File: src/rtl/ipatf_pkg.sv
// Package for the IP address text formatter: codes, types and helper functions.
`timescale 1ns / 1ps

package ipatf_pkg;

    // Family codes on the input beat
    localparam logic [1:0] FAM_NONE = 2'd0;
    localparam logic [1:0] FAM_V4   = 2'd1;
    localparam logic [1:0] FAM_V6   = 2'd2;

    // Field widths
    localparam int FAMILY_W = 2;
    localparam int ADDR_W   = 64;
    localparam int CHAR_W   = 7;

    // ASCII codes
    localparam logic [6:0] CH_NUL   = 7'h00;
    localparam logic [6:0] CH_DOT   = 7'h2e;
    localparam logic [6:0] CH_COLON = 7'h3a;
    localparam logic [6:0] CH_ZERO  = 7'h30;
    localparam logic [6:0] CH_LOW_A = 7'h61;

    // Sub-steps inside one group: the last digit for IPv6 and IPv4, and the separator
    localparam logic [2:0] V6_LAST_SUB = 3'd4;
    localparam logic [2:0] V4_LAST_SUB = 3'd3;
    localparam logic [2:0] SUB_SEP     = 3'd0;

    // One address, taken apart and ready for the character walker
    typedef struct packed {
        logic [1:0]            fam;
        logic [7:0][15:0]      grp;     // IPv6 groups, group 0 first
        logic [7:0][2:0]       ndig;    // digits to print per group or byte
        logic [3:0][2:0][3:0]  dec;     // IPv4 bytes: [2] hundreds, [1] tens, [0] ones
        logic                  has_run; // a zero run of two or more is compressed
        logic [2:0]            run_s;   // first group of that run
        logic [3:0]            run_e;   // first group after that run (up to 8)
    } t_job;

    // Map a nibble to its lower-case hex character
    function automatic logic [6:0] hex_char(input logic [3:0] nib);
        if (nib < 4'd10) begin
            hex_char = CH_ZERO + {3'd0, nib};
        end else begin
            hex_char = CH_LOW_A + {3'd0, nib - 4'd10};
        end
    endfunction

    // Split a byte into hundreds, tens and ones
    function automatic logic [11:0] dec_digits(input logic [7:0] v);
        logic [1:0]  h;
        logic [6:0]  r;
        logic [14:0] prod;
        logic [3:0]  t;
        logic [6:0]  o;
        if (v >= 8'd200) begin
            h = 2'd2;
        end else if (v >= 8'd100) begin
            h = 2'd1;
        end else begin
            h = 2'd0;
        end
        r    = 7'(v - 8'(h) * 8'd100);
        // divide by ten through a reciprocal, exact for values below one hundred
        prod = 15'({8'd0, r} * 15'd205);
        t    = prod[14:11];
        o    = r - 7'(t) * 7'd10;
        dec_digits = {2'b00, h, t, o[3:0]};
    endfunction

    // Count the decimal digits of a byte split by dec_digits
    function automatic logic [2:0] dec_count(input logic [11:0] d);
        if (d[11:8] != 4'd0) begin
            dec_count = 3'd3;
        end else if (d[7:4] != 4'd0) begin
            dec_count = 3'd2;
        end else begin
            dec_count = 3'd1;
        end
    endfunction

    // Count the hex digits of a group without leading zeros
    function automatic logic [2:0] hex_count(input logic [15:0] g);
        if (g[15:12] != 4'd0) begin
            hex_count = 3'd4;
        end else if (g[11:8] != 4'd0) begin
            hex_count = 3'd3;
        end else if (g[7:4] != 4'd0) begin
            hex_count = 3'd2;
        end else begin
            hex_count = 3'd1;
        end
    endfunction

    // First sub-step of group or byte j: separator or its leading digit
    function automatic logic [2:0] start_sub(input t_job job, input logic [2:0] j);
        if (job.fam == FAM_V6) begin
            if (job.has_run && j == job.run_s) begin
                start_sub = SUB_SEP;
            end else if (j != 3'd0 && !(job.has_run && {1'b0, j} == job.run_e)) begin
                start_sub = SUB_SEP;
            end else begin
                start_sub = V6_LAST_SUB + 3'd1 - job.ndig[j];
            end
        end else begin
            if (j != 3'd0) begin
                start_sub = SUB_SEP;
            end else begin
                start_sub = V4_LAST_SUB + 3'd1 - job.ndig[j];
            end
        end
    endfunction

endpackage

File: src/rtl/ipatf_in_if.sv
// Channel interfaces: address beats in, text character beats out.
`timescale 1ns / 1ps

interface ipatf_in_if import ipatf_pkg::*; ();
    logic                valid;
    logic                ready;
    logic [FAMILY_W-1:0] family;
    logic [ADDR_W-1:0]   addr_upper;
    logic [ADDR_W-1:0]   addr_lower;

    modport source (output valid, output family, output addr_upper, output addr_lower,
                    input ready);
    modport sink   (input valid, input family, input addr_upper, input addr_lower,
                    output ready);
endinterface

interface ipatf_out_if import ipatf_pkg::*; ();
    logic              valid;
    logic              ready;
    logic [CHAR_W-1:0] text_char;
    logic              empty_text;
    logic              last_char;

    modport source (output valid, output text_char, output empty_text, output last_char,
                    input ready);
    modport sink   (input valid, input text_char, input empty_text, input last_char,
                    output ready);
endinterface

File: src/rtl/ip_address_text_formatter_core.sv
// Top level of the IP address text formatter: address in, ASCII text out.
`timescale 1ns / 1ps

// Takes one address beat (family, 128-bit address) and sends its text one ASCII
// character per output beat, with last_char on the final one. IPv4 gives a dotted
// decimal quad (7 to 15 beats), IPv6 gives lower-case hex groups with the longest
// zero run shown as "::" (2 to 39 beats), and no family gives a single beat with
// empty_text set. The output runs at one character per cycle while o_text.ready
// does not hold it back; that single character walker sets the rate. A taken
// address beat is stored in r_job, and its first character then passes into the
// output register. The next address is taken in the cycle its predecessor's last
// character moves into the output register, so texts follow with no gap.
module ip_address_text_formatter_core
    import ipatf_pkg::*;
(
    input  logic i_clk,
    input  logic i_rst_n,
    ipatf_in_if.sink    i_addr,
    ipatf_out_if.source o_text
);

    t_job       n_job;
    t_job       r_job;
    logic       r_job_valid;
    logic [2:0] r_pos;
    logic [2:0] r_sub;
    logic [2:0] n_pos;
    logic [2:0] n_sub;

    logic [6:0] c_char;
    logic       c_empty;
    logic       c_last;
    logic       in_fire;
    logic       advance;

    logic       r_out_valid;
    logic [6:0] r_out_char;
    logic       r_out_empty;
    logic       r_out_last;

    // Take the address apart: groups, digit counts, zero run
    always_comb begin
        logic [7:0]      zero;
        logic [7:0][3:0] run_len;
        logic [3:0]      best_len;
        logic [2:0]      best_s;
        logic [11:0]     d;
        d         = '0;
        n_job.fam = i_addr.family;
        for (int i = 0; i < 4; i++) begin
            n_job.grp[i]     = i_addr.addr_upper[63-16*i -: 16];
            n_job.grp[i + 4] = i_addr.addr_lower[63-16*i -: 16];
        end
        for (int i = 0; i < 8; i++) begin
            zero[i] = (n_job.grp[i] == 16'd0);
        end
        // length of the zero run that starts at each group
        run_len[7] = zero[7] ? 4'd1 : 4'd0;
        for (int i = 6; i >= 0; i--) begin
            run_len[i] = zero[i] ? run_len[i + 1] + 4'd1 : 4'd0;
        end
        // keep the longest, leftmost on a tie
        best_len = 4'd0;
        best_s   = 3'd0;
        for (int i = 0; i < 8; i++) begin
            if (run_len[i] > best_len) begin
                best_len = run_len[i];
                best_s   = 3'(i);
            end
        end
        n_job.has_run = (best_len >= 4'd2);
        n_job.run_s   = best_s;
        n_job.run_e   = {1'b0, best_s} + best_len;
        n_job.dec     = '0;
        for (int i = 0; i < 8; i++) begin
            n_job.ndig[i] = hex_count(n_job.grp[i]);
        end
        if (i_addr.family == FAM_V4) begin
            for (int i = 0; i < 4; i++) begin
                d             = dec_digits(i_addr.addr_upper[63-8*i -: 8]);
                n_job.dec[i]  = d;
                n_job.ndig[i] = dec_count(d);
            end
        end
    end

    // Walk the text: pick this cycle's character and the next cursor
    always_comb begin
        logic [15:0] g;
        logic [3:0]  nib;
        logic [3:0]  digit;
        c_char  = CH_NUL;
        c_empty = 1'b0;
        c_last  = 1'b0;
        n_pos   = r_pos;
        n_sub   = r_sub;
        g       = r_job.grp[r_pos];
        case (r_sub)
            3'd1:    nib = g[15:12];
            3'd2:    nib = g[11:8];
            3'd3:    nib = g[7:4];
            default: nib = g[3:0];
        endcase
        case (r_sub)
            3'd1:    digit = r_job.dec[r_pos[1:0]][2];
            3'd2:    digit = r_job.dec[r_pos[1:0]][1];
            default: digit = r_job.dec[r_pos[1:0]][0];
        endcase
        case (r_job.fam)
            FAM_V6: begin
                if (r_job.has_run && r_pos == r_job.run_s) begin
                    c_char = CH_COLON;
                    if (r_sub == SUB_SEP) begin
                        n_sub = 3'd1;
                    end else begin
                        n_pos  = r_job.run_e[2:0];
                        n_sub  = start_sub(r_job, r_job.run_e[2:0]);
                        c_last = r_job.run_e[3];
                    end
                end else if (r_sub == SUB_SEP) begin
                    c_char = CH_COLON;
                    n_sub  = V6_LAST_SUB + 3'd1 - r_job.ndig[r_pos];
                end else begin
                    c_char = hex_char(nib);
                    if (r_sub == V6_LAST_SUB) begin
                        n_pos  = r_pos + 3'd1;
                        n_sub  = start_sub(r_job, r_pos + 3'd1);
                        c_last = (r_pos == 3'd7);
                    end else begin
                        n_sub = r_sub + 3'd1;
                    end
                end
            end
            FAM_V4: begin
                if (r_sub == SUB_SEP) begin
                    c_char = CH_DOT;
                    n_sub  = V4_LAST_SUB + 3'd1 - r_job.ndig[r_pos];
                end else begin
                    c_char = CH_ZERO + {3'd0, digit};
                    if (r_sub == V4_LAST_SUB) begin
                        n_pos  = r_pos + 3'd1;
                        n_sub  = start_sub(r_job, r_pos + 3'd1);
                        c_last = (r_pos == 3'd3);
                    end else begin
                        n_sub = r_sub + 3'd1;
                    end
                end
            end
            default: begin
                // no family, or the unused code: one empty beat
                c_char  = CH_NUL;
                c_empty = 1'b1;
                c_last  = 1'b1;
            end
        endcase
    end

    // Handshakes: advance when the output register is free or being drained
    assign advance      = r_job_valid && (!r_out_valid || o_text.ready);
    assign i_addr.ready = !r_job_valid || (advance && c_last);
    assign in_fire      = i_addr.valid && i_addr.ready;

    // Hold the current address and its cursor
    always_ff @(posedge i_clk) begin
        if (!i_rst_n) begin
            r_job_valid <= 1'b0;
            r_pos       <= 3'd0;
            r_sub       <= 3'd0;
        end else begin
            if (in_fire) begin
                r_job_valid <= 1'b1;
                r_pos       <= 3'd0;
                r_sub       <= start_sub(n_job, 3'd0);
            end else if (advance) begin
                r_job_valid <= !c_last;
                r_pos       <= n_pos;
                r_sub       <= n_sub;
            end
        end
    end

    // Load the payload of a new address
    always_ff @(posedge i_clk) begin
        if (in_fire) begin
            r_job <= n_job;
        end
    end

    // Output register: valid flag
    always_ff @(posedge i_clk) begin
        if (!i_rst_n) begin
            r_out_valid <= 1'b0;
        end else if (advance) begin
            r_out_valid <= 1'b1;
        end else if (o_text.ready) begin
            r_out_valid <= 1'b0;
        end
    end

    // Output register: beat payload
    always_ff @(posedge i_clk) begin
        if (advance) begin
            r_out_char  <= c_char;
            r_out_empty <= c_empty;
            r_out_last  <= c_last;
        end
    end

    assign o_text.valid      = r_out_valid;
    assign o_text.text_char  = r_out_char;
    assign o_text.empty_text = r_out_empty;
    assign o_text.last_char  = r_out_last;

endmodule
File: src/flat_wrapper.sv
// flat-port wrapper written by rule: the top's interface ports become plain ports
module ip_address_text_formatter_core_flat import ipatf_pkg::*;
  (i_clk, i_rst_n, i_addr_valid, i_addr_family, i_addr_addr_upper, i_addr_addr_lower, i_addr_ready, o_text_valid, o_text_text_char, o_text_empty_text, o_text_last_char, o_text_ready);
  ipatf_in_if i_addr_i ();
  ipatf_out_if o_text_i ();
  input  logic i_clk;
  input  logic i_rst_n;
  input wire logic [$bits(i_addr_i.valid)-1:0] i_addr_valid;
  input wire logic [$bits(i_addr_i.family)-1:0] i_addr_family;
  input wire logic [$bits(i_addr_i.addr_upper)-1:0] i_addr_addr_upper;
  input wire logic [$bits(i_addr_i.addr_lower)-1:0] i_addr_addr_lower;
  output wire logic [$bits(i_addr_i.ready)-1:0] i_addr_ready;
  output wire logic [$bits(o_text_i.valid)-1:0] o_text_valid;
  output wire logic [$bits(o_text_i.text_char)-1:0] o_text_text_char;
  output wire logic [$bits(o_text_i.empty_text)-1:0] o_text_empty_text;
  output wire logic [$bits(o_text_i.last_char)-1:0] o_text_last_char;
  input wire logic [$bits(o_text_i.ready)-1:0] o_text_ready;
  assign i_addr_i.valid = i_addr_valid;
  assign i_addr_i.family = i_addr_family;
  assign i_addr_i.addr_upper = i_addr_addr_upper;
  assign i_addr_i.addr_lower = i_addr_addr_lower;
  assign i_addr_ready = i_addr_i.ready;
  assign o_text_valid = o_text_i.valid;
  assign o_text_text_char = o_text_i.text_char;
  assign o_text_empty_text = o_text_i.empty_text;
  assign o_text_last_char = o_text_i.last_char;
  assign o_text_i.ready = o_text_ready;
  ip_address_text_formatter_core u_core (.i_clk(i_clk), .i_rst_n(i_rst_n), .i_addr(i_addr_i), .o_text(o_text_i));
endmodule
File: config.mk
export PLATFORM = sky130hd
export DESIGN_NAME = ip_address_text_formatter_core_flat
export DESIGN_NICKNAME = d
export VERILOG_FILES = /design/src/rtl/ipatf_pkg.sv /design/src/rtl/ipatf_in_if.sv /design/src/rtl/ip_address_text_formatter_core.sv /design/src/flat_wrapper.sv
export SDC_FILE = /design/constraint.sdc
export NUM_CORES = 1
export LEC_CHECK = 0
export ABC_CLOCK_PERIOD_IN_PS = 20500
export CAP_MARGIN = 20
export CORE_ASPECT_RATIO = 0.5
export CORE_MARGIN = 2
export CORE_UTILIZATION = 55
export DETAILED_ROUTE_END_ITERATION = 7
export DONT_BUFFER_PORTS = 1
export PLACE_DENSITY = 0.7
export SLEW_MARGIN = 40
export SYNTH_ARGS = -nofsm -noshare
export SYNTH_HDL_FRONTEND = slang
export SYNTH_SLANG_ARGS = --single-unit
File: constraint.sdc
create_clock -name i_clk -period 20.5 [get_ports i_clk]
set_clock_uncertainty 0.15 [all_clocks]
set_input_delay 2.05 -clock i_clk [delete_from_list [all_inputs] [get_ports i_clk]]
set_output_delay 2.05 -clock i_clk [all_outputs]
set_load 0.005 [all_outputs]
# After elaboration in Yosys (flattened, before gate mapping)
# Index checks and enable logic that the tools add are counted.
dict set report classes {
  multipliers 12
  add_sub_neg 29
  bitwise_logic 2
  muxes 116
  eq_ne 18
  n_lt_le_gt_ge 22
  n_reduce_logical 70
}
# op count
set op_table {}
lappend op_table {{two-way mux 3 bit} 44}
lappend op_table {{logical NOT 16 bit} 8}
lappend op_table {{nonzero test 4 bit} 28}
lappend op_table {{multiplier 7 x 8 -> 15 bit, second input constant} 4}
lappend op_table {{two-way mux 4 bit} 15}
lappend op_table {{two-way mux 60 bit} 1}
lappend op_table {{binary-select mux 16 bit (select 3 bit)} 1}
lappend op_table {{two-way mux 2 bit} 22}
lappend op_table {{greater-or-equal comparator 8 x 7 -> 1 bit, second input constant} 4}
lappend op_table {{greater-or-equal comparator 8 bit, second input constant} 4}
lappend op_table {{adder 4 x 1 -> 4 bit, second input constant} 7}
lappend op_table {{> comparator 4 bit} 7}
lappend op_table {{two-way mux 7 bit} 4}
lappend op_table {{subtractor 7 bit} 4}
lappend op_table {{binary-select mux 3 bit (select 3 bit)} 3}
lappend op_table {{binary-select mux 12 bit (select 2 bit)} 1}
lappend op_table {{subtractor 3 bit, first input constant} 7}
lappend op_table {{multiplier 2 x 5 -> 5 bit, second input constant} 4}
lappend op_table {{two-way mux 1 bit} 17}
lappend op_table {{multiplier 4 x 3 -> 3 bit, second input constant} 4}
lappend op_table {{two-way mux 16 bit} 1}
lappend op_table {{subtractor 4 bit} 4}
lappend op_table {{adder 6 x 4 -> 7 bit, first input constant} 2}
lappend op_table {{case mux 7 bit (2 select lines)} 1}
lappend op_table {{34 further kinds} 72}
dict set report word_totals {
  inputBits 134
  register_bits 227
  output_inout_bits 11
}

# Longest topological paths before layout
# Gate-level depths: netlist of run 1.
dict set report logic_depth {
  word_depth 37
  ltp_mapped 77
}

# Worst setup path after synthesis of run 1
# Ideal clock, no wire load.
dict set report synth_timing {
  path_type {input port to flip-flop}
  from {input port i_addr_addr_lower[9]}
  to {register u_core.r_job[1] in the netlist's numbering (data pin)}
  n_path_buf 3
  t_required_ns 20.221
  cell_stages 70
  arrival_time_ns 16.696
  setup_time_ns 0.129
  slack_ns 3.525
  cell_sequence {or4_1 -> nor4_4 -> inv_1 -> nor2_1 -> ha_1 -> and2_1 -> ha_1 -> and2_1 -> clkbuf_1 -> ha_1 -> nand2_1 -> inv_1 -> ha_1 -> inv_1 -> a31oi_1 -> o41a_1 -> and2_4 -> nor2_1 -> [34 not listed] -> o211ai_1 -> o31ai_1 -> a221o_1 -> a41oi_1 -> a21boi_1 -> o22ai_2 -> ha_1 -> a21oi_1 -> and4b_1 -> buf_6 -> mux2_4 -> ha_1 -> nor3_2 -> mux2_2 -> ha_1 -> inv_1 -> fa_1 -> inv_1}
}
# item line_no
set synth_rtl {}
lappend synth_rtl {{from (decl)} flat_wrapper.sv:11} ;# input wire logic [$bits(i_addr_i.addr_lower)-1:0] i_addr_addr_lower;
lappend synth_rtl {{to (signal assigned)} ip_address_text_formatter_core.sv:185} ;# r_job <= n_job;
lappend synth_rtl {{to (decl)} ip_address_text_formatter_core.sv:23} ;# t_job r_job;

==> metrics.md, run 1 <==
| Metric | Value |
|---|---|
| Diodes inserted | 0 |
| Critical Path Start Type | primary input |
| Total power | 0.00178 W |
| First-pass GRT wire length | 65000 µm |
| Crit path max-delay family | compound AO/OA/AOI/OAI gates |
| Clk Latency, worst-skew pair | 520 ps |
| CTS tree | yes |
| Max frequency | 53.2 MHz |
| Min-delay worst type | register to register |
| Peak supply drop | 127 µV |
| GRT Total Usage | 26.5% |
| Slew headroom | 42.4% |
| Place WS | 1480 ps |
| Setup Fix Bufs, Post-CTS | 0 |
| GRT overflow | 0 |
| Most frequent cells in the layout | 211 x edfxtp_1, 196 x ha_1, 141 x inv_1 |
| Final Hold Fails | 0 |
| Area Overhead vs Synth | 6.74% |
| WP buf/inv | 7 |
| # resized after CTS | 0 |
| Final ANT Viol Nets | 0 |
| Critical Path Max Stage Delay | 720 ps |
| Initial antenna violation count | 0 |
| CP dominant cell by count | ha_1 |
| Critical path data arrival time | 19050 ps |
| Chip Height | 127 µm |
| Die area | 0.0315 mm² |
| CTS Buffer Depth | 3 |
| Commonest non-fill, non-tap cell in the layout | edfxtp_1 |
| CP Data Required Time | 20740 ps |
| Final setup vio count | 0 |
| GPL Wtd Cong | 0.947 |
| CP Class | primary input to register |
| Placed wire-length estimate | 32700 µm |
| Root Driver | clkbuf_16 |
| Post-synth EDFFs | 211 |
| I/O Pins | 145 |
| Vias in the first global route | 11761 |
| Power Density | 101 mW/mm² |
| Rows | 44 |
| H-tree lvl count | 1 |
| Sum of negative setup slack | 0 ps |
| Synth Warn # | 0 |
| Max Cap Viol | 0 |
| Post-synthesis sequential area ratio | 39.3% |
| Die X | 249 µm |
| Final worst slack | 1700 ps |
| Ys flop type | edfxtp_1 |
| RSZ-0062 raised after global routing | no |
| Outcome | finished, final reports clean |
| Fin crit period | 18800 ps |
| Clock transition at path regs | 60 ps |
| Core Region | 0.0293 mm² |
| Mapped Cells | 1391 |
| Detailed Route Iter0 Violations | 1023 |
| Top cells by area, synth | edfxtp_1 38%, ha_1 15%, mux4_2 8.2%, fa_1 5.0%, inv_1 3.2% |
| Via Count | 11312 |
| Initial cell density of the core | 56.4% |
| DRC violations left | 0 |
| First-pass DRT Iterations | 5 |
| Vias/cell | 6.32 |
| Ratio of cells with drive above 1 in the final layout | 11.7% |
| Yosys top cell by area | edfxtp_1 |
| Static Leak | 7.15 nW |
| Slew Viols, Final | 0 |
| Yosys top cell area share | 38.3% |
| WL per Instance | 23.0 µm |
| CTS Buf Count | 22 |
| Number of I/O port buffers | 0 |
| CP Capture Type | register |
| Synth cell types | 96 |
| CP max stage cell | o31ai_1 |
| Post-Syn Nets | 1762 |
| Worst-path fanout max | 10 |
| Mean instance size in the synthesized netlist | 11.9 µm² |
| Post-synth ARST share | 0% |
| Cts hold-fix bufs | 0 |
| Post-route clock period utilization | 91.7% |
| Mapped Area | 0.0165 mm² |
| WL final | 41200 µm |
| Seq cells post-synth | 219 |
| Largest net degree at the start of global routing | 118 |
| Final nets | 1755 |
| Clock Sink Count | 219 |
| Actual slew at the worst max-slew pin | 853 ps |
| Layout Utilization | 60.2% |
state kept, by name, summed over array words and instances (netlist names):
name,flops
u_core.o_text.empty_text,1
u_core.o_text.last_char,1
u_core.r_job,202
u_core.o_text.text_char,7
u_core.r_job_valid,1
u_core.r_sub,3
u_core.r_pos,3
u_core.o_text.valid,1
metal layers:
layer | up-vias | GRT usage [%] | routed length [µm]
li1 | 5205 | - | -
met1 | 5617 | 34.9 | 17200
met2 | 425 | 46.0 | 20200
met3 | 65 | 4.19 | 2820
met4 | 0 | 7.19 | 1040
met5 | - | 0 | 0
cells by family after synthesis:
kind of cell	after synthesis	synth area share, %
AND/OR/NAND/NOR	345	11.6
XOR/XNOR	75	3.98
buffers and inverters	187	4.54
AO/OA/AOI/OAI	235	10.5
flip-flops	219	39.3
adder cells (fa/ha/maj)	237	19.8
multiplexers	93	10.3
stage by stage:
stage | area (µm²) | cells | hold WS, ps
6_report | 17600 | 1789 | 349
3_5_place_dp | 16900 | 1751 | 337
5_1_grt | 17600 | 1789 | 402
4_1_cts | 17600 | 1789 | 351
3_3_place_gp | 16900 | 1751 | 325
2_1_floorplan | 16500 | 1391 | 312
worst reg2reg max path, stage by stage, from the launching register on:
cell      delay, ps
dfxtp_2         310
buf_4           590
xor2_1          150
nor2_1          160
nand3_1         320
o21ai_0         280
a22oi_1         130
o221ai_1        280
nand2_1         110
nand2_1         120
nand2_1         300
inv_8           650
buf_6           770
layout make-up:
class | count | area (µm²)
fillers | 2341 | 11700
multi-input cells | 985 | 9300
flip-flops and latches | 219 | 6500
clock buffers | 24 | 558
inverters | 144 | 551
well taps | 391 | 489
clock inverters | 14 | 146
repair buffers | 12 | 93.8
Yosys cell counts, drive strengths merged (13+ instances only):
cell type,n
xnor2,54
nand3,13
nand2,77
inv,144
fa,41
and2,21
o21ai,35
clkbuf,25
nor3,17
mux2i,26
mux4,60
edfxtp,211
nor2b,19
ha,196
or4,39
a21oi,50
buf,18
nor2,93
a211oi,17
o21a,15
nor4,14
xor2,21
worst paths after layout:
path	slack, ps	from	cells after the start	endpoint
setup reg to reg	15740	u_core.r_pos[1]	12	u_core.r_job[102]
setup / recovery	1700	i_addr_addr_lower[9]	67	u_core.r_job[1]
hold / removal	350	u_core.r_job_valid	2	u_core.o_text.valid
hold reg to reg	350	u_core.r_job_valid	2	u_core.o_text.valid
report_power, final:
| part | switching [W] | internal (W) |
|---|---|---|
| registers | 0.0000201 | 0.000555 |
| clock network | 0.000173 | 0.000224 |
| logic | 0.000441 | 0.000365 |
| total | 0.000634 | 0.00114 |
No activity file was read; power rests on OpenSTA's default activity.
==> run 2, diff against run 1 <==
ABC_AREA = 1   (was not set)
==> metrics.md, run 2 <==
| Metric | Value |
|---|---|
| First-pass GRT wire length | 66100 µm |
| Critical Path Max Stage Delay | 560 ps |
| # resized after CTS | 0 |
| Worst hold slack | 329 ps |
| Clock Sink Count | 219 |
| Mapped Area | 0.0163 mm² |
| Final Hold Fails | 0 |
| Cell area after layout | 0.0174 mm² |
| CP max stage cell | nor4_1 |
| CP Capture Type | register |
| Sum of negative setup slack | 0 ps |
| Xor and xnor fraction of the mapped netlist area | 2.69% |
| Diodes inserted | 0 |
| Area Overhead vs Synth | 6.88% |
| Static Leak | 7.76 nW |
| Post-Synth Adder-Cell Area | 20.1% |
| Vias/cell | 5.82 |
| Core Region | 0.0291 mm² |
| Most frequent cell after synthesis | inv_1 |
| GPL Wtd Cong | 0.922 |
| Seq cells post-synth | 219 |
| Final ANT Viol Nets | 0 |
| Number of I/O port buffers | 0 |
| Peak supply drop | 75.6 µV |
| Initial antenna violation count | 2 |
| Power Internal | 0.00107 W |
| Post-DP Area | 0.0167 mm² |
| WL per Instance | 19.5 µm |
| Synth Warn # | 0 |
| Initial cell density of the core | 56.1% |
| Die X | 247 µm |
| Synth cell count leaders | 266 x inv_1, 219 x nor2_1, 211 x edfxtp_1, 204 x nand2_1, 196 x ha_1 |
| Vias in the first global route | 12079 |
| Post-synthesis sequential area ratio | 39.8% |
| Setup Fix Bufs, Post-CTS | 0 |
| Commonest non-fill, non-tap cell in the layout | inv_1 |
| Slew Viols, Final | 0 |
| DRC violations left | 0 |
| Rows | 44 |
| Final setup vio count | 0 |
| Fin crit period | 15690 ps |
| Switching pwr | 0.000638 W |
| Post-Syn Nets | 2159 |
| CP Class | primary input to register |
| Top cells by area, synth | edfxtp_1 39%, ha_1 15%, inv_1 6.1%, nor2_1 5.0%, fa_1 5.0% |
| Placed wire-length estimate | 32500 µm |
| Min-delay worst type | register to register |
| CTS Buf Count | 22 |
| Cts hold-fix bufs | 0 |
| Clk Latency, worst-skew pair | 550 ps |
| Max frequency | 63.7 MHz |
| Mean instance size in the synthesized netlist | 9.12 µm² |
| Post-synth EDFFs | 211 |
| Combinational family with the most area after synthesis | adder cells |
| Via Count | 12679 |
| Most flop-heavy register | u_core.r_job |
| Clock transition at path regs | 70 ps |
| Max FFs per register | 202 |
| GRT Total Usage | 27.4% |
| Actual slew at the worst max-slew pin | 766 ps |
| CP dominant cell by count | inv_1 |
| Die area | 0.0311 mm² |
| Detailed Route Iter0 Violations | 1281 |
| Outcome | finished, final reports clean |
| Final nets | 2143 |
| I/O Pins | 145 |
| Synth cell types | 59 |
| Max Cap Viol | 0 |
| Comb power frac | 42.7% |
| Largest net degree at the start of global routing | 85 |
| CTS Buffer Depth | 3 |
| Power Density | 98.3 mW/mm² |
| Critical Path Start Type | primary input |
| First-pass DRT Iterations | 5 |
| CTS tree | yes |
| Reg power frac | 33.5% |
| RSZ-0062 raised after global routing | no |
| CP Data Required Time | 20630 ps |
| Reg2reg setup slack | 15590 ps |
| Mapped Cells | 1788 |
| Clock power share | 23.8% |
| Yosys top cell by area | edfxtp_1 |
| Root Driver | clkbuf_16 |
| Post-route clock period utilization | 76.5% |
| Yosys top cell area share | 38.9% |
| Synth Area in Simple Gates | 15.4% |
| GRT overflow | 0 |
| H-tree lvl count | 1 |
| Post-synthesis compound-gate area fraction | 14.5% |
| Post-synth ARST share | 0% |
| Ratio of cells with drive above 1 in the final layout | 6.71% |
| Critical path data arrival time | 15820 ps |
| Slew headroom | 48.4% |
| Switching Share | 37.3% |
| Post-synthesis mux area share | 0.0614% |
| # fillers | 2494 |
| Most frequent cells in the layout | 265 x inv_1, 218 x nor2_1, 211 x edfxtp_1 |
| Worst-path fanout max | 8 |
| Ys flop type | edfxtp_1 |
| Chip Height | 126 µm |
| WL final | 42500 µm |
run 2: changes by cell type after synthesis, moves of 60 or more:
cell / change
a21oi_1: +63
inv_1: +124
mux4_2: -60
nand2_1: +127
nor2_1: +129
o21ai_0: +131
run 2: worst max-delay path, delay by kind of cell:
kind	cells	cell delay [ps]
AND/OR/NAND/NOR	24	3600
AO/OA/AOI/OAI	17	3880
buffers and inverters	19	1970
adder cells (fa/ha/maj)	15	4310
run 2: kinds of logic after synthesis:
logic type / after synthesis
AOI/OAI and AO/OA: 400
and+or+nand+nor: 557
buffers and inverters: 324
adders and majority gates: 237
muxes: 1
xor gates and xnor gates: 50
DFF: 219
run 2: power groups by stage:
stage | clock network, W | logic [W] | registers (W)
after floorplan | 0 | 0.000578 | 0.000580
after global placement | 0 | 0.000712 | 0.000582
after detailed placement | 0 | 0.000733 | 0.000582
after CTS | 0.000411 | 0.000741 | 0.000573
after global routing | 0.000428 | 0.000867 | 0.000577
final | 0.000408 | 0.000732 | 0.000573
run 2: worst paths after layout:
kind	from	end	depth (start not counted)
max	i_addr_addr_lower[9]	u_core.r_job[1]	75
min	u_core.r_job_valid	u_core.o_text.valid	2
max reg2reg	u_core.r_pos[2]	u_core.r_sub[0]	14
min reg2reg	u_core.r_job_valid	u_core.o_text.valid	2
run 2: area by class of cell:
class                   instances  area (µm²)  share of cell area [%]
multi-input cells            1245        8600                    49.3
flip-flops and latches        219        6500                    37.3
inverters                     273        1030                    5.89
clock buffers                  25         562                    3.22
well taps                     391         489                    2.81
clock inverters                15         146                   0.840
repair buffers                 11         103                   0.589
run 2: per-stage QoR:
step | util, % | power, W | worst slack (ps) | std cells
final | 60.0 | 0.00171 | 4810 | 2179
after global routing | 60.0 | 0.00187 | 3450 | 2179
after CTS | 59.9 | 0.00172 | 4970 | 2179
after detailed placement | 57.5 | 0.00131 | 4440 | 2139
after global placement | 57.4 | 0.00129 | 4880 | 2138
after floorplan | - | 0.00116 | 6260 | 1788
run 2: per-layer routing:
layer	share of wire, %	vias up	global-route usage [%]
met5	0	-	0
met4	2.1	0	6.34
met3	8.6	52	4.28
met2	45	477	42.8
met1	45	6017	40.1
li1	-	6133	-
